### src/design/sfr_pkg.sv
// Shared types and constants of the frame receiver.
package sfr_pkg;

   localparam int BYTE_W = 8;
   localparam int LEN_W  = 7;
   localparam int ST_W   = 2;

   // Default store depth in bytes.
   localparam int MAX_PAYLOAD_DEF = 64;

   // Command queue depth between front and back.
   localparam int QDEPTH = 2;

   // Header bytes.
   localparam logic [BYTE_W-1:0] HDR_FIRST  = 8'h06;
   localparam logic [BYTE_W-1:0] HDR_SECOND = 8'h85;

   // Length register reset value.
   localparam logic [LEN_W-1:0] LEN_RESET = 7'd8;

   // Result status codes.
   localparam logic [ST_W-1:0] ST_GOOD     = 2'd0;
   localparam logic [ST_W-1:0] ST_CSUM_ERR = 2'd1;
   localparam logic [ST_W-1:0] ST_LEN_ERR  = 2'd2;

   // One command from front to back: replay (good status) or error.
   typedef struct packed {
      logic [ST_W-1:0]  status;
      logic [LEN_W-1:0] len;
   } cmd_type;

endpackage

### src/design/sfr_if.sv
// Handshake interfaces of the received byte and result channels.
interface sfr_req_if;
   logic                     valid;
   logic                     ready;
   logic [sfr_pkg::BYTE_W-1:0] rx_byte;

   modport source (output valid, output rx_byte, input ready);
   modport sink   (input valid, input rx_byte, output ready);
endinterface

interface sfr_rsp_if;
   logic                       valid;
   logic                       ready;
   logic [sfr_pkg::BYTE_W-1:0] payload_byte;
   logic                       is_last;
   logic [sfr_pkg::ST_W-1:0]   status;

   modport source (output valid, output payload_byte, output is_last, output status,
                   input ready);
   modport sink   (input valid, input payload_byte, input is_last, input status,
                   output ready);
endinterface

### src/design/sfr_front.sv
// Front end: header hunt, length check, payload capture and checksum compare.
module sfr_front #(
   parameter int MAX_PAYLOAD = sfr_pkg::MAX_PAYLOAD_DEF,
   parameter int AW          = 6
) (
   input  logic                        clock,
   input  logic                        reset,
   sfr_req_if.sink                     req,
   input  logic                        csr_we,
   input  logic [sfr_pkg::LEN_W-1:0]   csr_wdata,
   output logic                        cmd_push,
   output sfr_pkg::cmd_type            cmd_data,
   input  logic                        cmd_full,
   input  logic                        replay_done,
   output logic                        mem_we,
   output logic [AW-1:0]               mem_waddr,
   output logic [sfr_pkg::BYTE_W-1:0]  mem_wdata
);

   localparam logic [7:0] MaxW = 8'(MAX_PAYLOAD);

   typedef enum logic [4:0] {
      PH_HUNT0 = 5'b00001,
      PH_HUNT1 = 5'b00010,
      PH_LEN   = 5'b00100,
      PH_DATA  = 5'b01000,
      PH_CSUM  = 5'b10000
   } phase_type;

   phase_type                   phase_ff, phase_in;
   logic [sfr_pkg::LEN_W-1:0]   len_ff, len_in;
   logic [sfr_pkg::LEN_W-1:0]   cnt_ff, cnt_in;
   logic [sfr_pkg::BYTE_W-1:0]  xor_ff, xor_in;
   logic [AW-1:0]               waddr_ff, waddr_in;
   logic                        pend_ff, pend_in;
   logic                        accept;
   logic                        len_ok;
   logic [sfr_pkg::BYTE_W-1:0]  b;
   logic [sfr_pkg::LEN_W-1:0]   cnt_inc;

   // Stall only while a replay is owed or the queue is full.
   assign req.ready = !pend_ff && !cmd_full;
   assign accept    = req.valid && req.ready;
   assign b         = req.rx_byte;
   assign len_ok    = (len_ff != '0) && ({1'b0, len_ff} <= MaxW);
   assign cnt_inc   = cnt_ff + 1'b1;

   assign mem_waddr = waddr_ff;
   assign mem_wdata = b;

   // Frame state machine
   always_comb begin
      phase_in = phase_ff;
      len_in   = len_ff;
      cnt_in   = cnt_ff;
      xor_in   = xor_ff;
      waddr_in = waddr_ff;
      pend_in  = pend_ff;
      cmd_push = 1'b0;
      cmd_data = '{status: sfr_pkg::ST_GOOD, len: len_ff};
      mem_we   = 1'b0;

      if (replay_done) begin
         pend_in = 1'b0;
      end

      if (csr_we) begin
         len_in   = csr_wdata;
         phase_in = PH_HUNT0;
         cnt_in   = '0;
         xor_in   = '0;
      end else if (accept) begin
         unique case (phase_ff)
            PH_HUNT0: begin
               if (b == sfr_pkg::HDR_FIRST) phase_in = PH_HUNT1;
            end
            PH_HUNT1: begin
               phase_in = (b == sfr_pkg::HDR_SECOND) ? PH_LEN : PH_HUNT0;
            end
            PH_LEN: begin
               if (len_ok && (b == {1'b0, len_ff})) begin
                  phase_in = PH_DATA;
                  cnt_in   = '0;
                  waddr_in = '0;
                  xor_in   = b;
               end else begin
                  cmd_push        = 1'b1;
                  cmd_data.status = sfr_pkg::ST_LEN_ERR;
                  phase_in        = PH_HUNT0;
                  cnt_in          = '0;
                  xor_in          = '0;
               end
            end
            PH_DATA: begin
               mem_we   = 1'b1;
               xor_in   = xor_ff ^ b;
               cnt_in   = cnt_inc;
               waddr_in = waddr_ff + 1'b1;
               if (cnt_inc >= len_ff) phase_in = PH_CSUM;
            end
            PH_CSUM: begin
               cmd_push = 1'b1;
               if ((b == xor_ff) && len_ok) begin
                  cmd_data.status = sfr_pkg::ST_GOOD;
                  pend_in         = 1'b1;
               end else begin
                  cmd_data.status = sfr_pkg::ST_CSUM_ERR;
               end
               phase_in = PH_HUNT0;
               cnt_in   = '0;
               xor_in   = '0;
            end
            default: begin
               phase_in = PH_HUNT0;
               cnt_in   = '0;
               xor_in   = '0;
            end
         endcase
      end
   end

   always_ff @(posedge clock) begin
      if (reset) begin
         phase_ff <= PH_HUNT0;
         len_ff   <= sfr_pkg::LEN_RESET;
         cnt_ff   <= '0;
         xor_ff   <= '0;
         pend_ff  <= 1'b0;
      end else begin
         phase_ff <= phase_in;
         len_ff   <= len_in;
         cnt_ff   <= cnt_in;
         xor_ff   <= xor_in;
         pend_ff  <= pend_in;
      end
   end

   // Store write address, meaningful only inside a frame
   always_ff @(posedge clock) begin
      waddr_ff <= waddr_in;
   end

endmodule

### src/design/sfr_cmd_queue.sv
// Short command queue between the front end and the replay back end.
module sfr_cmd_queue (
   input  logic             clock,
   input  logic             reset,
   input  logic             push,
   input  sfr_pkg::cmd_type push_data,
   output logic             full,
   input  logic             pop,
   output logic             avail,
   output sfr_pkg::cmd_type pop_data
);

   localparam int PW = (sfr_pkg::QDEPTH > 1) ? $clog2(sfr_pkg::QDEPTH) : 1;
   localparam int CW = $clog2(sfr_pkg::QDEPTH + 1);
   localparam logic [CW-1:0] DepthC = CW'(sfr_pkg::QDEPTH);
   localparam logic [PW-1:0] LastP  = PW'(sfr_pkg::QDEPTH - 1);

   sfr_pkg::cmd_type entry_ff [sfr_pkg::QDEPTH];
   logic [PW-1:0]    wptr_ff, wptr_in;
   logic [PW-1:0]    rptr_ff, rptr_in;
   logic [CW-1:0]    count_ff, count_in;

   assign full     = (count_ff == DepthC);
   assign avail    = (count_ff != '0);
   assign pop_data = entry_ff[rptr_ff];

   // Pointer and fill count update
   always_comb begin
      wptr_in  = wptr_ff;
      rptr_in  = rptr_ff;
      count_in = count_ff;
      if (push) begin
         wptr_in = (wptr_ff == LastP) ? '0 : wptr_ff + 1'b1;
      end
      if (pop) begin
         rptr_in = (rptr_ff == LastP) ? '0 : rptr_ff + 1'b1;
      end
      if (push && !pop) count_in = count_ff + 1'b1;
      else if (pop && !push) count_in = count_ff - 1'b1;
   end

   always_ff @(posedge clock) begin
      if (reset) begin
         wptr_ff  <= '0;
         rptr_ff  <= '0;
         count_ff <= '0;
      end else begin
         wptr_ff  <= wptr_in;
         rptr_ff  <= rptr_in;
         count_ff <= count_in;
      end
   end

   always_ff @(posedge clock) begin
      if (push) entry_ff[wptr_ff] <= push_data;
   end

endmodule

### src/design/sfr_back.sv
// Back end: payload store, replay sequencer and result register.
module sfr_back #(
   parameter int MAX_PAYLOAD = sfr_pkg::MAX_PAYLOAD_DEF,
   parameter int AW          = 6
) (
   input  logic                        clock,
   input  logic                        reset,
   input  logic                        cmd_avail,
   input  sfr_pkg::cmd_type            cmd_data,
   output logic                        cmd_pop,
   output logic                        replay_done,
   input  logic                        mem_we,
   input  logic [AW-1:0]               mem_waddr,
   input  logic [sfr_pkg::BYTE_W-1:0]  mem_wdata,
   sfr_rsp_if.source                   rsp
);

   typedef enum logic [1:0] {
      B_IDLE = 2'b01,
      B_SEND = 2'b10
   } bstate_type;

   logic [sfr_pkg::BYTE_W-1:0] store_mem [MAX_PAYLOAD];

   bstate_type                  state_ff, state_in;
   logic [AW-1:0]               ridx_ff, ridx_in;
   logic [sfr_pkg::LEN_W-1:0]   cnt_ff, cnt_in;
   logic [sfr_pkg::LEN_W-1:0]   len_ff, len_in;
   logic [sfr_pkg::BYTE_W-1:0]  rdata_ff;
   logic                        ovalid_ff, ovalid_in;
   logic [sfr_pkg::BYTE_W-1:0]  obyte_ff, obyte_in;
   logic                        olast_ff, olast_in;
   logic [sfr_pkg::ST_W-1:0]    ostat_ff, ostat_in;
   logic                        out_free;
   logic                        load;
   logic                        is_end;

   assign out_free = !ovalid_ff || rsp.ready;
   assign is_end   = ((cnt_ff + 1'b1) == len_ff);

   assign rsp.valid        = ovalid_ff;
   assign rsp.payload_byte = obyte_ff;
   assign rsp.is_last      = olast_ff;
   assign rsp.status       = ostat_ff;

   // Replay sequencer; the store read runs one address ahead
   always_comb begin
      state_in    = state_ff;
      ridx_in     = ridx_ff;
      cnt_in      = cnt_ff;
      len_in      = len_ff;
      cmd_pop     = 1'b0;
      replay_done = 1'b0;
      load        = 1'b0;
      obyte_in    = obyte_ff;
      olast_in    = olast_ff;
      ostat_in    = ostat_ff;

      unique case (state_ff)
         B_IDLE: begin
            if (cmd_avail && out_free) begin
               cmd_pop = 1'b1;
               if (cmd_data.status == sfr_pkg::ST_GOOD) begin
                  state_in = B_SEND;
                  ridx_in  = '0;
                  cnt_in   = '0;
                  len_in   = cmd_data.len;
               end else begin
                  load     = 1'b1;
                  obyte_in = '0;
                  olast_in = 1'b1;
                  ostat_in = cmd_data.status;
               end
            end
         end
         B_SEND: begin
            if (out_free) begin
               load     = 1'b1;
               obyte_in = rdata_ff;
               olast_in = is_end;
               ostat_in = sfr_pkg::ST_GOOD;
               ridx_in  = ridx_ff + 1'b1;
               cnt_in   = cnt_ff + 1'b1;
               if (is_end) begin
                  state_in    = B_IDLE;
                  replay_done = 1'b1;
               end
            end
         end
         default: state_in = B_IDLE;
      endcase

      ovalid_in = load ? 1'b1 : (rsp.ready ? 1'b0 : ovalid_ff);
   end

   always_ff @(posedge clock) begin
      if (reset) begin
         state_ff  <= B_IDLE;
         ovalid_ff <= 1'b0;
         cnt_ff    <= '0;
         len_ff    <= '0;
      end else begin
         state_ff  <= state_in;
         ovalid_ff <= ovalid_in;
         cnt_ff    <= cnt_in;
         len_ff    <= len_in;
      end
   end

   // Result payload and read index
   always_ff @(posedge clock) begin
      ridx_ff  <= ridx_in;
      obyte_ff <= obyte_in;
      olast_ff <= olast_in;
      ostat_ff <= ostat_in;
   end

   // Payload store: one write port, one registered read port
   always_ff @(posedge clock) begin
      if (mem_we) store_mem[mem_waddr] <= mem_wdata;
      rdata_ff <= store_mem[ridx_in];
   end

endmodule

### src/design/struct_frame_receiver.sv
// Frame receiver top level: front end, command queue and replay back end.
// An error result passes through the command queue and the result register.
// A good frame's first byte passes the queue, store read and result registers.
// Throughput: one word in per cycle unless stalled, one out while rsp is ready.
// The front end stalls while a good payload replays or the command queue is full.
// Reset (synchronous, active high) returns to the header hunt, length 8.
module struct_frame_receiver #(
   parameter int MAX_PAYLOAD = sfr_pkg::MAX_PAYLOAD_DEF
) (
   input  logic                      clock,
   input  logic                      reset,
   sfr_req_if.sink                   req_chan,
   sfr_rsp_if.source                 rsp_chan,
   input  logic                      csr_we,
   input  logic [sfr_pkg::LEN_W-1:0] csr_wdata
);

   localparam int AW = (MAX_PAYLOAD > 1) ? $clog2(MAX_PAYLOAD) : 1;

   logic                       cmd_push;
   logic                       cmd_full;
   logic                       cmd_pop;
   logic                       cmd_avail;
   sfr_pkg::cmd_type           push_data;
   sfr_pkg::cmd_type           pop_data;
   logic                       replay_done;
   logic                       mem_we;
   logic [AW-1:0]              mem_waddr;
   logic [sfr_pkg::BYTE_W-1:0] mem_wdata;

   sfr_front #(.MAX_PAYLOAD(MAX_PAYLOAD), .AW(AW)) u_front (
      .clock       (clock),
      .reset       (reset),
      .req         (req_chan),
      .csr_we      (csr_we),
      .csr_wdata   (csr_wdata),
      .cmd_push    (cmd_push),
      .cmd_data    (push_data),
      .cmd_full    (cmd_full),
      .replay_done (replay_done),
      .mem_we      (mem_we),
      .mem_waddr   (mem_waddr),
      .mem_wdata   (mem_wdata)
   );

   sfr_cmd_queue u_queue (
      .clock     (clock),
      .reset     (reset),
      .push      (cmd_push),
      .push_data (push_data),
      .full      (cmd_full),
      .pop       (cmd_pop),
      .avail     (cmd_avail),
      .pop_data  (pop_data)
   );

   sfr_back #(.MAX_PAYLOAD(MAX_PAYLOAD), .AW(AW)) u_back (
      .clock       (clock),
      .reset       (reset),
      .cmd_avail   (cmd_avail),
      .cmd_data    (pop_data),
      .cmd_pop     (cmd_pop),
      .replay_done (replay_done),
      .mem_we      (mem_we),
      .mem_waddr   (mem_waddr),
      .mem_wdata   (mem_wdata),
      .rsp         (rsp_chan)
   );

endmodule

### src/flat_wrapper.sv
// flat-port wrapper written by rule: the top's interface ports become plain ports
module struct_frame_receiver_flat 
#(
   parameter int MAX_PAYLOAD = sfr_pkg::MAX_PAYLOAD_DEF
)
  (clock, reset, csr_we, csr_wdata, req_chan_valid, req_chan_rx_byte, req_chan_ready, rsp_chan_valid, rsp_chan_payload_byte, rsp_chan_is_last, rsp_chan_status, rsp_chan_ready);
  sfr_req_if req_chan_i ();
  sfr_rsp_if rsp_chan_i ();
  input  logic clock;
  input  logic reset;
  input  logic csr_we;
  input  logic [sfr_pkg::LEN_W-1:0] csr_wdata;
  input wire logic [$bits(req_chan_i.valid)-1:0] req_chan_valid;
  input wire logic [$bits(req_chan_i.rx_byte)-1:0] req_chan_rx_byte;
  output wire logic [$bits(req_chan_i.ready)-1:0] req_chan_ready;
  output wire logic [$bits(rsp_chan_i.valid)-1:0] rsp_chan_valid;
  output wire logic [$bits(rsp_chan_i.payload_byte)-1:0] rsp_chan_payload_byte;
  output wire logic [$bits(rsp_chan_i.is_last)-1:0] rsp_chan_is_last;
  output wire logic [$bits(rsp_chan_i.status)-1:0] rsp_chan_status;
  input wire logic [$bits(rsp_chan_i.ready)-1:0] rsp_chan_ready;
  assign req_chan_i.valid = req_chan_valid;
  assign req_chan_i.rx_byte = req_chan_rx_byte;
  assign req_chan_ready = req_chan_i.ready;
  assign rsp_chan_valid = rsp_chan_i.valid;
  assign rsp_chan_payload_byte = rsp_chan_i.payload_byte;
  assign rsp_chan_is_last = rsp_chan_i.is_last;
  assign rsp_chan_status = rsp_chan_i.status;
  assign rsp_chan_i.ready = rsp_chan_ready;
  struct_frame_receiver #(.MAX_PAYLOAD(MAX_PAYLOAD)) u_core (.clock(clock), .reset(reset), .req_chan(req_chan_i), .rsp_chan(rsp_chan_i), .csr_we(csr_we), .csr_wdata(csr_wdata));
endmodule
### config.mk
export PLATFORM = sky130hd
export DESIGN_NAME = struct_frame_receiver_flat
export DESIGN_NICKNAME = d
export VERILOG_FILES = /design/src/design/sfr_pkg.sv /design/src/design/sfr_if.sv /design/src/design/sfr_front.sv /design/src/design/sfr_cmd_queue.sv /design/src/design/sfr_back.sv /design/src/design/struct_frame_receiver.sv /design/src/flat_wrapper.sv
export SDC_FILE = /design/constraint.sdc
export NUM_CORES = 1
export LEC_CHECK = 0
export CORE_AREA = 2 2 248 250
export DETAILED_ROUTE_END_ITERATION = 8
export DIE_AREA = 0 0 250 252
export DONT_BUFFER_PORTS = 1
export PLACE_DENSITY = 0.6
export SYNTH_ARGS = -nofsm -noshare
export SYNTH_HDL_FRONTEND = slang
export SYNTH_SLANG_ARGS = --single-unit
### constraint.sdc
create_clock -name clock -period 3.22 [get_ports clock]
set_input_delay 0.483 -clock clock [delete_from_list [all_inputs] [get_ports clock]]
set_output_delay 0.483 -clock clock [all_outputs]
set_load 0.01 [all_outputs]
==> results of run 1 <==
-- power groups by stage --
stage	sequential, W	clock, W	combinational, W
CTS	0.00876	0.00765	0.00199
detailed placement	0.00893	0	0.00177
floorplan	0.00891	0	0.00100
global placement	0.00893	0	0.00177
global route	0.00877	0.00795	0.00227
finish	0.00876	0.00754	0.00214
-- layout by cell type, fill, tap and decap left out, drive strengths merged, types with 19 or more instances in the layout --
cell    Yosys  routed
clkinv      0      29
a21oi     109     109
buf        48     170
nand2     418     418
a211oi     39      39
a22oi      28      28
nand4      35      35
dfxtp      64      64
and3       20      20
nand3     104     104
xor2       25      25
o21ai      37      37
nor2      154     154
mux2i      46      46
clkbuf     66      75
a31oi      19      19
inv        23      24
edfxtp    547     547
-- metal layers --
| metal | part of all wire | vias to the layer above |
|---|---|---|
| met5 | 0 | - |
| met4 | 0.041 | 0 |
| met3 | 0.085 | 139 |
| met2 | 0.47 | 793 |
| met1 | 0.41 | 8225 |
| li1 | - | 7667 |
-- kinds of logic (layout without fill, tap and decap cells) --
logic type	Yosys count	in the layout	share of synthesized area
flip-flops	611	611	0.706
AO/OA/AOI/OAI	333	333	0.0882
multiplexers	46	46	0.0184
adder cells (fa/ha/maj)	14	14	0.00698
AND/OR/NAND/NOR	814	814	0.143
XOR/XNOR	36	36	0.0126
buffers and inverters	137	322	0.0253
-- sequential cells by signal, indices dropped and copies added (netlist names), 5 cells and up, named ones only --
name and count:
u_core.u_back.store_mem 512, u_core.u_queue.entry_ff 18, u_core.u_back.rdata_ff 8, u_core.u_back.rsp.payload_byte 8, u_core.u_front.xor_ff 8, u_core.u_back.cnt_ff 7, u_core.u_back.len_ff 7, u_core.u_front.cnt_ff 7
u_core.u_front.len_ff 7, u_core.u_back.ridx_ff 6, u_core.u_front.mem_waddr 6, u_core.u_front.phase_ff 5
-- how the worst max path moves through the flow --
stage	start	to	slack (ns)	cells after the start
finish	u_core.u_queue.entry_ff[0][7]	u_core.u_back.rdata_ff[1]	0.03	14
global route	u_core.u_queue.entry_ff[0][7]	u_core.u_back.rdata_ff[1]	-0.09	14
floorplan	u_core.u_back.state_ff[0]	u_core.u_back.rdata_ff[0]	0.47	15
detailed placement	u_core.u_queue.entry_ff[1][7]	u_core.u_back.rdata_ff[4]	-0.26	13
CTS	u_core.u_queue.entry_ff[1][7]	u_core.u_back.rdata_ff[4]	-0.03	12
global placement	u_core.u_queue.entry_ff[1][7]	u_core.u_back.rdata_ff[4]	-0.23	13
-- timing repair --
item | CTS | global route
buffers inserted | 0 | 3
hold buffers | 17 | 0
resized for setup | 13 | 55
gates cloned | 2 | 3
endpoints found under the hold margin | 542 | 0
pin swaps | 0 | 10
setup endpoints to repair | 7 | 8
-- cell type report --
type | count | area [um2]
inverter | 23 | 105
tap | 782 | 978
clock buffer | 72 | 1610
timing repair buffer | 183 | 1870
sequential | 611 | 17700
fill | 5157 | 30300
clock inverter | 44 | 549
multi-input combinational | 1243 | 7000
-- stage by stage --
| stage | setup TNS [ns] | cells |
|---|---|---|
| final | 0 | 2958 |
| after global routing | -0.289 | 2958 |
| after CTS | -0.0305 | 2952 |
| after detailed placement | -0.806 | 2817 |
| after global placement | -0.680 | 2817 |
| after floorplan | 0 | 1991 |
==> report_table.html, run 1 <==
<table>
<tr><th>Metric</th><th>Value</th></tr>
<tr><th colspan="2">Run status</th></tr>
<tr><td>Status</td><td>complete, no violations</td></tr>
<tr><th colspan="2">Synthesis</th></tr>
<tr><td>Cell type contributing the most total cell area after synthesis</td><td>sky130_fd_sc_hd__edfxtp_1</td></tr>
<tr><td>Fraction of the yosys area taken by sequential cells</td><td>0.706</td></tr>
<tr><td>Mapped Nets</td><td>2025</td></tr>
<tr><td>Top-count cell post-synth</td><td>sky130_fd_sc_hd__edfxtp_1</td></tr>
<tr><td>Total standard cell area after synthesis</td><td>25100 um2</td></tr>
<tr><td>Number of synthesized flops with an enable pin</td><td>547</td></tr>
<tr><td>Top cells by count, synth</td><td>sky130_fd_sc_hd__edfxtp_1, sky130_fd_sc_hd__nand2_1, sky130_fd_sc_hd__nor2_1</td></tr>
<tr><td>Average footprint of a synthesized cell</td><td>12.6 um2</td></tr>
<tr><td>Proportion of netlist area held by the largest area contributor</td><td>0.655</td></tr>
<tr><td>Total of flip-flops plus latches after synthesis</td><td>611</td></tr>
<tr><td>Share of flip-flops with an asynchronous set or reset after synthesis</td><td>0</td></tr>
<tr><td>Gate count after technology mapping</td><td>1991</td></tr>
<tr><td>Main area contributors after synthesis</td><td>sky130_fd_sc_hd__edfxtp_1, sky130_fd_sc_hd__nand2_1, sky130_fd_sc_hd__dfxtp_1</td></tr>
<tr><td>Prevailing post-synth register cell</td><td>sky130_fd_sc_hd__edfxtp_1</td></tr>
<tr><td>Number of unique standard cell types used by synthesis</td><td>65</td></tr>
<tr><td>Synthesis Warnings</td><td>0</td></tr>
<tr><th colspan="2">Route</th></tr>
<tr><td>Post-route ant nets</td><td>0</td></tr>
<tr><td>Vias per cell</td><td>5.69</td></tr>
<tr><td>Detail-routed net length per standard cell</td><td>23.3 um</td></tr>
<tr><td>Number of design rule violations left after detail routing</td><td>0</td></tr>
<tr><td>Pre-antenna DRT Iters</td><td>5</td></tr>
<tr><td>Total number of vias</td><td>16.8k</td></tr>
<tr><td>Wire length after detailed routing</td><td>69100 um</td></tr>
<tr><td>Number of design-rule violations left by the first detailed-router iteration</td><td>1799</td></tr>
<tr><th colspan="2">Pwr</th></tr>
<tr><td>Areal power density over the cells</td><td>618 nW/um2</td></tr>
<tr><td>Clock power frac</td><td>0.409</td></tr>
<tr><td>Total power of the final layout</td><td>0.0184 W</td></tr>
<tr><td>Maximum resistive drop on vdd</td><td>0.000402 V</td></tr>
<tr><td>Net Sw Power</td><td>0.00446 W</td></tr>
<tr><td>Power Internal</td><td>0.0140 W</td></tr>
<tr><td>LEAKAGE</td><td>10.6 nW</td></tr>
<tr><td>Fraction of power spent switching nets</td><td>0.242</td></tr>
<tr><td>Power share of the sequential group</td><td>0.475</td></tr>
<tr><td>Combinational fraction of design power</td><td>0.116</td></tr>
<tr><th colspan="2">Placed design</th></tr>
<tr><td>HPWL after DPL</td><td>41100 um</td></tr>
<tr><td>Routability Congestion</td><td>0.863</td></tr>
<tr><td>Placed cell area</td><td>26900 um2</td></tr>
<tr><td>Number of port buffers</td><td>0</td></tr>
<tr><td>Worst slack after detailed placement</td><td>-0.262 ns</td></tr>
<tr><th colspan="2">Setup path</th></tr>
<tr><td>Reg-to-reg critical path endpoint</td><td>u_core.u_back.rdata_ff[1]</td></tr>
<tr><td>Data required time of the worst path</td><td>3.74 ns</td></tr>
<tr><td>Number of cell instances on the worst register-to-register path</td><td>14</td></tr>
<tr><td>Cell family contributing the most delay on the critical path</td><td>compound AO/OA/AOI/OAI gates</td></tr>
<tr><td>Class of the most critical setup path</td><td>reg -&gt; reg</td></tr>
<tr><td>Slowest cell on the critical path</td><td>sky130_fd_sc_hd__or3_4</td></tr>
<tr><td>Data arrival, critical path</td><td>3.71 ns</td></tr>
<tr><td>Number of buffer and inverter stages on the critical path</td><td>5</td></tr>
<tr><td>Crit start category</td><td>flop</td></tr>
<tr><td>Critical path endpoint category</td><td>flop</td></tr>
<tr><td>FF-to-FF Start</td><td>u_core.u_queue.entry_ff[0][7]</td></tr>
<tr><td>Crit path max fanout</td><td>54</td></tr>
<tr><td>Crit path cell chain</td><td>or3_4 -&gt; a311o_1 -&gt; o31ai_4 -&gt; buf_12 -&gt; inv_16 -&gt; buf_12 -&gt; buf_4 -&gt; nand2_1 -&gt; nand2_1 -&gt; a21oi_2 -&gt; a211oi_2 -&gt; o41ai_4 -&gt; buf_4 -&gt; a311oi_1</td></tr>
<tr><td>Longest individual stage delay on the worst path</td><td>0.40 ns</td></tr>
<tr><td>R2r setup slk</td><td>0.03 ns</td></tr>
<tr><th colspan="2">Clock network</th></tr>
<tr><td>Root Buffer</td><td>sky130_fd_sc_hd__clkbuf_16</td></tr>
<tr><td>CTS tree</td><td>built</td></tr>
<tr><td>Deepest clock path buffer count</td><td>3</td></tr>
<tr><td># clock sinks</td><td>611</td></tr>
<tr><td>Clock-pin slew on the worst setup and hold paths</td><td>0.06 ns</td></tr>
<tr><td>Source-to-sink clock delay at the later pin of the worst-skew pair</td><td>0.66 ns</td></tr>
<tr><td>Total clock buffers created by CTS</td><td>61</td></tr>
<tr><td>H-tree level count</td><td>2</td></tr>
<tr><th colspan="2">Timing</th></tr>
<tr><td>Achievable frequency</td><td>313 MHz</td></tr>
<tr><td>Worst hold margin</td><td>0.0435 ns</td></tr>
<tr><td>Post-route clock period utilization</td><td>0.991</td></tr>
<tr><td>Final worst path period need</td><td>3.19 ns</td></tr>
<tr><td>Total count of hold-check failures in the final report</td><td>0</td></tr>
<tr><td>Clock skew after layout</td><td>0.0321 ns</td></tr>
<tr><td>Transition time at the pin with the least slew margin</td><td>1.19 ns</td></tr>
<tr><td>Setup violators final</td><td>0</td></tr>
<tr><td>Post-layout worst setup margin</td><td>0.0278 ns</td></tr>
<tr><td>Worst max-slew margin expressed relative to the limit</td><td>0.202</td></tr>
<tr><td>Slew Viols, Final</td><td>0</td></tr>
<tr><td>RSZ-0062 raised after global routing</td><td>true</td></tr>
<tr><th colspan="2">Die</th></tr>
<tr><td>Overall die area</td><td>63000 um2</td></tr>
<tr><td>Number of rows created at floorplan</td><td>90</td></tr>
<tr><td>Starting Density</td><td>0.417</td></tr>
<tr><td>Ports placed on the boundary</td><td>33</td></tr>
<tr><td>Die Height</td><td>252 um</td></tr>
<tr><td>Horizontal extent of the die</td><td>250 um</td></tr>
<tr><td>Total core area</td><td>60100 um2</td></tr>
<tr><th colspan="2">Global routing</th></tr>
<tr><td>Met2 layer usage reported by global route</td><td>0.340</td></tr>
<tr><td>Most used routing layer</td><td>met2</td></tr>
<tr><td>Global-route wire length before repair</td><td>101000 um</td></tr>
<tr><td>Maximum number of pins on one net before global-route repair</td><td>65</td></tr>
<tr><td>Met1 track demand over resource in global routing</td><td>0.286</td></tr>
<tr><td>GR met3 Demand/Resource</td><td>0.0410</td></tr>
<tr><td>Antenna violations before repair</td><td>1</td></tr>
<tr><td>Global-route congestion overflow total</td><td>0</td></tr>
<tr><td>Via count of the first global-routing pass</td><td>16.4k</td></tr>
<tr><td>All-Layer GR Usage</td><td>0.214</td></tr>
<tr><th colspan="2">Cells and area</th></tr>
<tr><td>Final non-filler cell area</td><td>29800 um2</td></tr>
<tr><td>Final Net Count</td><td>2157</td></tr>
<tr><td>Finished Core Util</td><td>0.496</td></tr>
<tr><td>Share of final-layout standard cells stronger than drive strength 1</td><td>0.153</td></tr>
<tr><td>Area growth from synthesis to layout</td><td>18.9%</td></tr>
<tr><td>N_diodes</td><td>0</td></tr>
<tr><th colspan="2">Min path</th></tr>
<tr><td>Worst Hold Path EP</td><td>u_core.u_front.xor_ff[0]</td></tr>
<tr><td>Type of the most critical hold path</td><td>in -&gt; reg</td></tr>
<tr><td>Number of instances on the worst hold path</td><td>2</td></tr>
<tr><td>Hold path start</td><td>req_chan_rx_byte[0]</td></tr>
<tr><th colspan="2">Flow run</th></tr>
<tr><td>Max-cap violations</td><td>0</td></tr>
</table>
Note: power is estimated with default switching activity, not from simulation.
==> run 2: changes to the inputs <==
==> constraint.sdc (replaced) <==
create_clock -name clock -period 3.22 [get_ports clock]
set_input_delay 0.483 -clock clock [delete_from_list [all_inputs] [get_ports clock]]
set_output_delay 0.483 -clock clock [all_outputs]
set_load 0.02 [all_outputs]
==> report_table.html, run 2 (synthesized netlist as in run 1, its figures left out) <==
<table>
<tr><th>Metric</th><th>Value</th></tr>
<tr><th colspan="2">Setup path</th></tr>
<tr><td>Crit path cell chain</td><td>or3_4 -&gt; a311o_1 -&gt; o31ai_4 -&gt; buf_12 -&gt; buf_4 -&gt; buf_12 -&gt; mux2i_2 -&gt; a221oi_2 -&gt; buf_4 -&gt; o21a_2 -&gt; o41ai_2 -&gt; buf_4 -&gt; a311oi_2</td></tr>
<tr><td>Number of buffer and inverter stages on the critical path</td><td>5 (unchanged)</td></tr>
<tr><td>R2r setup slk</td><td>-0.008 ns (-0.04 ns)</td></tr>
<tr><td>Cell family contributing the most delay on the critical path</td><td>compound AO/OA/AOI/OAI gates</td></tr>
<tr><td>Crit path max fanout</td><td>9 (-83%)</td></tr>
<tr><td>Crit start category</td><td>flop</td></tr>
<tr><td>Data arrival, critical path</td><td>3.69 ns (-0.02 ns)</td></tr>
<tr><td>Number of cell instances on the worst register-to-register path</td><td>13 (-1)</td></tr>
<tr><td>Critical path endpoint category</td><td>flop</td></tr>
<tr><td>Longest individual stage delay on the worst path</td><td>0.41 ns (about the same)</td></tr>
<tr><td>Most Frequent Cell on Critical Path</td><td>sky130_fd_sc_hd__buf_4</td></tr>
<tr><td>Data required time of the worst path</td><td>3.68 ns (-0.06 ns)</td></tr>
<tr><td>Slowest cell on the critical path</td><td>sky130_fd_sc_hd__edfxtp_1</td></tr>
<tr><td>FF-to-FF Start</td><td>u_core.u_queue.entry_ff[0][8]</td></tr>
<tr><td>Class of the most critical setup path</td><td>reg -&gt; reg</td></tr>
<tr><td>Reg-to-reg critical path endpoint</td><td>u_core.u_back.rdata_ff[1]</td></tr>
<tr><th colspan="2">Clock network</th></tr>
<tr><td>Source-to-sink clock delay at the later pin of the worst-skew pair</td><td>0.62 ns (-0.04 ns)</td></tr>
<tr><td># clock sinks</td><td>611 (unchanged)</td></tr>
<tr><td>Clock-pin slew on the worst setup and hold paths</td><td>0.06 ns (about the same)</td></tr>
<tr><td>Total clock buffers created by CTS</td><td>66 (+8.2%)</td></tr>
<tr><td>H-tree level count</td><td>3 (+1)</td></tr>
<tr><td>Root Buffer</td><td>sky130_fd_sc_hd__clkbuf_16</td></tr>
<tr><td>Deepest clock path buffer count</td><td>3 (unchanged)</td></tr>
<tr><td>CTS tree</td><td>built</td></tr>
<tr><th colspan="2">Placed design</th></tr>
<tr><td>Worst slack after detailed placement</td><td>-0.276 ns (-0.0141 ns)</td></tr>
<tr><td>HPWL after DPL</td><td>41100 um (-0.17%)</td></tr>
<tr><td>Number of placed instances, taps included</td><td>2806 (-0.39%)</td></tr>
<tr><td>Number of port buffers</td><td>0 (unchanged)</td></tr>
<tr><td>Routability Congestion</td><td>0.894 (+3.7%)</td></tr>
<tr><td>Placed cell area</td><td>26800 um2 (-0.35%)</td></tr>
<tr><th colspan="2">Timing</th></tr>
<tr><td>Transition time at the pin with the least slew margin</td><td>1.18 ns (-0.0159 ns)</td></tr>
<tr><td>Achievable frequency</td><td>310 MHz (-1.1%)</td></tr>
<tr><td>Slew Viols, Final</td><td>0 (unchanged)</td></tr>
<tr><td>Post-layout worst setup margin</td><td>-0.00752 ns (-0.0353 ns)</td></tr>
<tr><td>Setup violators final</td><td>1 (+1)</td></tr>
<tr><td>Final worst path period need</td><td>3.23 ns (+0.0353 ns)</td></tr>
<tr><td>Total count of hold-check failures in the final report</td><td>0 (unchanged)</td></tr>
<tr><td>Worst max-slew margin expressed relative to the limit</td><td>0.213 (+0.0107)</td></tr>
<tr><td>Clock skew after layout</td><td>0.0269 ns (-0.00516 ns)</td></tr>
<tr><td>RSZ-0062 raised after global routing</td><td>true</td></tr>
<tr><td>Post-route clock period utilization</td><td>1.00 (+0.0110)</td></tr>
<tr><th colspan="2">Min path</th></tr>
<tr><td>Type of the most critical hold path</td><td>in -&gt; reg</td></tr>
<tr><td>Hold path start</td><td>csr_we</td></tr>
<tr><td>Number of instances on the worst hold path</td><td>2 (unchanged)</td></tr>
<tr><td>Worst Hold Path EP</td><td>u_core.u_front.len_ff[3]</td></tr>
<tr><th colspan="2">Route</th></tr>
<tr><td>Number of design-rule violations left by the first detailed-router iteration</td><td>2138 (+19%)</td></tr>
<tr><td>Number of design rule violations left after detail routing</td><td>0 (unchanged)</td></tr>
<tr><td>Pre-antenna DRT Iters</td><td>5 (unchanged)</td></tr>
<tr><td>Total number of vias</td><td>17.2k (+2.0%)</td></tr>
<tr><td>Wire length after detailed routing</td><td>72600 um (+5.1%)</td></tr>
<tr><td>Vias per cell</td><td>5.77 (+1.4%)</td></tr>
<tr><td>Post-route ant nets</td><td>0 (unchanged)</td></tr>
<tr><td>Detail-routed net length per standard cell</td><td>24.4 um (+4.4%)</td></tr>
<tr><th colspan="2">Pwr</th></tr>
<tr><td>Areal power density over the cells</td><td>612 nW/um2 (-0.98%)</td></tr>
<tr><td>Total power of the final layout</td><td>0.0185 W (+0.46%)</td></tr>
<tr><td>Maximum resistive drop on vdd</td><td>0.000356 V (-11%)</td></tr>
<tr><td>LEAKAGE</td><td>10.7 nW (+1.1%)</td></tr>
<tr><th colspan="2">Global routing</th></tr>
<tr><td>Via count of the first global-routing pass</td><td>16.1k (-1.6%)</td></tr>
<tr><td>Met2 layer usage reported by global route</td><td>0.347 (+0.00669)</td></tr>
<tr><td>Most used routing layer</td><td>met2</td></tr>
<tr><td>Maximum number of pins on one net before global-route repair</td><td>65 (unchanged)</td></tr>
<tr><td>Global-route wire length before repair</td><td>103000 um (+1.8%)</td></tr>
<tr><td>Global-route congestion overflow total</td><td>0 (unchanged)</td></tr>
<tr><td>Antenna violations before repair</td><td>3 (+2)</td></tr>
<tr><td>GR met3 Demand/Resource</td><td>0.0501 (+0.00918)</td></tr>
<tr><td>Met1 track demand over resource in global routing</td><td>0.300 (+0.0143)</td></tr>
<tr><td>All-Layer GR Usage</td><td>0.220 (+0.00570)</td></tr>
<tr><th colspan="2">Cells and area</th></tr>
<tr><td>Most common library cell in the layout ignoring fill and taps</td><td>sky130_fd_sc_hd__edfxtp_1</td></tr>
<tr><td>Most frequent cells in the layout</td><td>sky130_fd_sc_hd__edfxtp_1, sky130_fd_sc_hd__nand2_1, sky130_fd_sc_hd__nor2_1, sky130_fd_sc_hd__buf_4, sky130_fd_sc_hd__a21oi_1</td></tr>
<tr><td>Final non-filler cell area</td><td>30300 um2 (+1.5%)</td></tr>
<tr><td>Layout fillers</td><td>5166 (+0.17%)</td></tr>
<tr><td>Register with the most flip-flops</td><td>u_core.u_back.store_mem</td></tr>
<tr><td>Number of standard cells in the layout, taps in and fillers out</td><td>2976 (+0.61%)</td></tr>
<tr><td>Share of final-layout standard cells stronger than drive strength 1</td><td>0.170 (+0.0161)</td></tr>
<tr><td>Final Net Count</td><td>2175 (+0.83%)</td></tr>
<tr><td>Top flop regs</td><td>u_core.u_back.store_mem (512), u_core.u_queue.entry_ff (18)</td></tr>
<tr><td>Area growth from synthesis to layout</td><td>20.6%</td></tr>
<tr><td>Flip-flop count of the largest register after layout</td><td>512 (unchanged)</td></tr>
<tr><th colspan="2">Flow run</th></tr>
<tr><td>Max-cap violations</td><td>0 (unchanged)</td></tr>
<tr><th colspan="2">Die</th></tr>
<tr><td>Ports placed on the boundary</td><td>33 (unchanged)</td></tr>
<tr><td>Die Height</td><td>252 um (unchanged)</td></tr>
<tr><td>Total core area</td><td>60100 um2 (unchanged)</td></tr>
<tr><td>Starting Density</td><td>0.417 (unchanged)</td></tr>
<tr><td>Overall die area</td><td>63000 um2 (unchanged)</td></tr>
<tr><td>Horizontal extent of the die</td><td>250 um (unchanged)</td></tr>
<tr><td>Number of rows created at floorplan</td><td>90 (unchanged)</td></tr>
<tr><th colspan="2">Run status</th></tr>
<tr><td>Status</td><td>complete, but fails checks</td></tr>
<tr><td>Violated checks</td><td>negative setup slack</td></tr>
</table>
[run 2: layout make-up]
cell class	instances	area (um2)	area share
antenna	1	2.50	0.0000827
inverter	23	115	0.00380
timing repair buffer	193	2070	0.0685
clock inverter	27	290	0.00959
timing repair inverter	3	36.3	0.00120
sequential	611	17700	0.585
multi-input combinational	1243	7210	0.238
tap	782	978	0.0323
clock buffer	93	1840	0.0609
[run 2: what timing repair did]
action,in CTS,in global routing
setup endpoints to repair,7,56
setup buffers,0,21
pin swaps,2,16
hold buffers,16,0
hold endpoints to repair,488,0
gates cloned,1,12
gates resized for setup,22,99
[run 2: metrics by stage]
stage	hold WS [ns]	setup TNS, ns	util
6_report	0.0279	-0.00752	0.503
5_1_grt	0.0413	-2.99	0.503
4_1_cts	0.00518	-0.00111	0.489
3_5_place_dp	0.488	-1.13	0.446
3_3_place_gp	0.476	-0.912	0.446
2_1_floorplan	0.454	0	-
[run 2: worst max path at each step]
| stage | depth (start not counted) | to | start |
|---|---|---|---|
| CTS | 16 | u_core.u_back.rdata_ff[3] | u_core.u_back.state_ff[0] |
| finish | 13 | u_core.u_back.rdata_ff[1] | u_core.u_queue.entry_ff[0][8] |
| global route | 14 | u_core.u_back.rdata_ff[0] | u_core.u_back.state_ff[0] |
| global placement | 16 | u_core.u_back.rdata_ff[3] | u_core.u_back.state_ff[0] |
| floorplan | 15 | u_core.u_back.rdata_ff[0] | u_core.u_back.state_ff[0] |
| detailed placement | 16 | u_core.u_back.rdata_ff[3] | u_core.u_back.state_ff[0] |
[run 2: power by group]
part | switching, W | internal [W] | total [W]
Combinational | 0.00142 | 0.000859 | 0.00228
Sequential | 0.0000498 | 0.00871 | 0.00876
Clock | 0.00312 | 0.00436 | 0.00748
Total | 0.00460 | 0.0139 | 0.0185
[run 2: per-layer routing]
| metal | up-vias | share of wire |
|---|---|---|
| met5 | - | 0 |
| met4 | 0 | 0.040 |
| met3 | 134 | 0.091 |
| met2 | 834 | 0.45 |
| met1 | 8484 | 0.41 |
| li1 | 7716 | - |
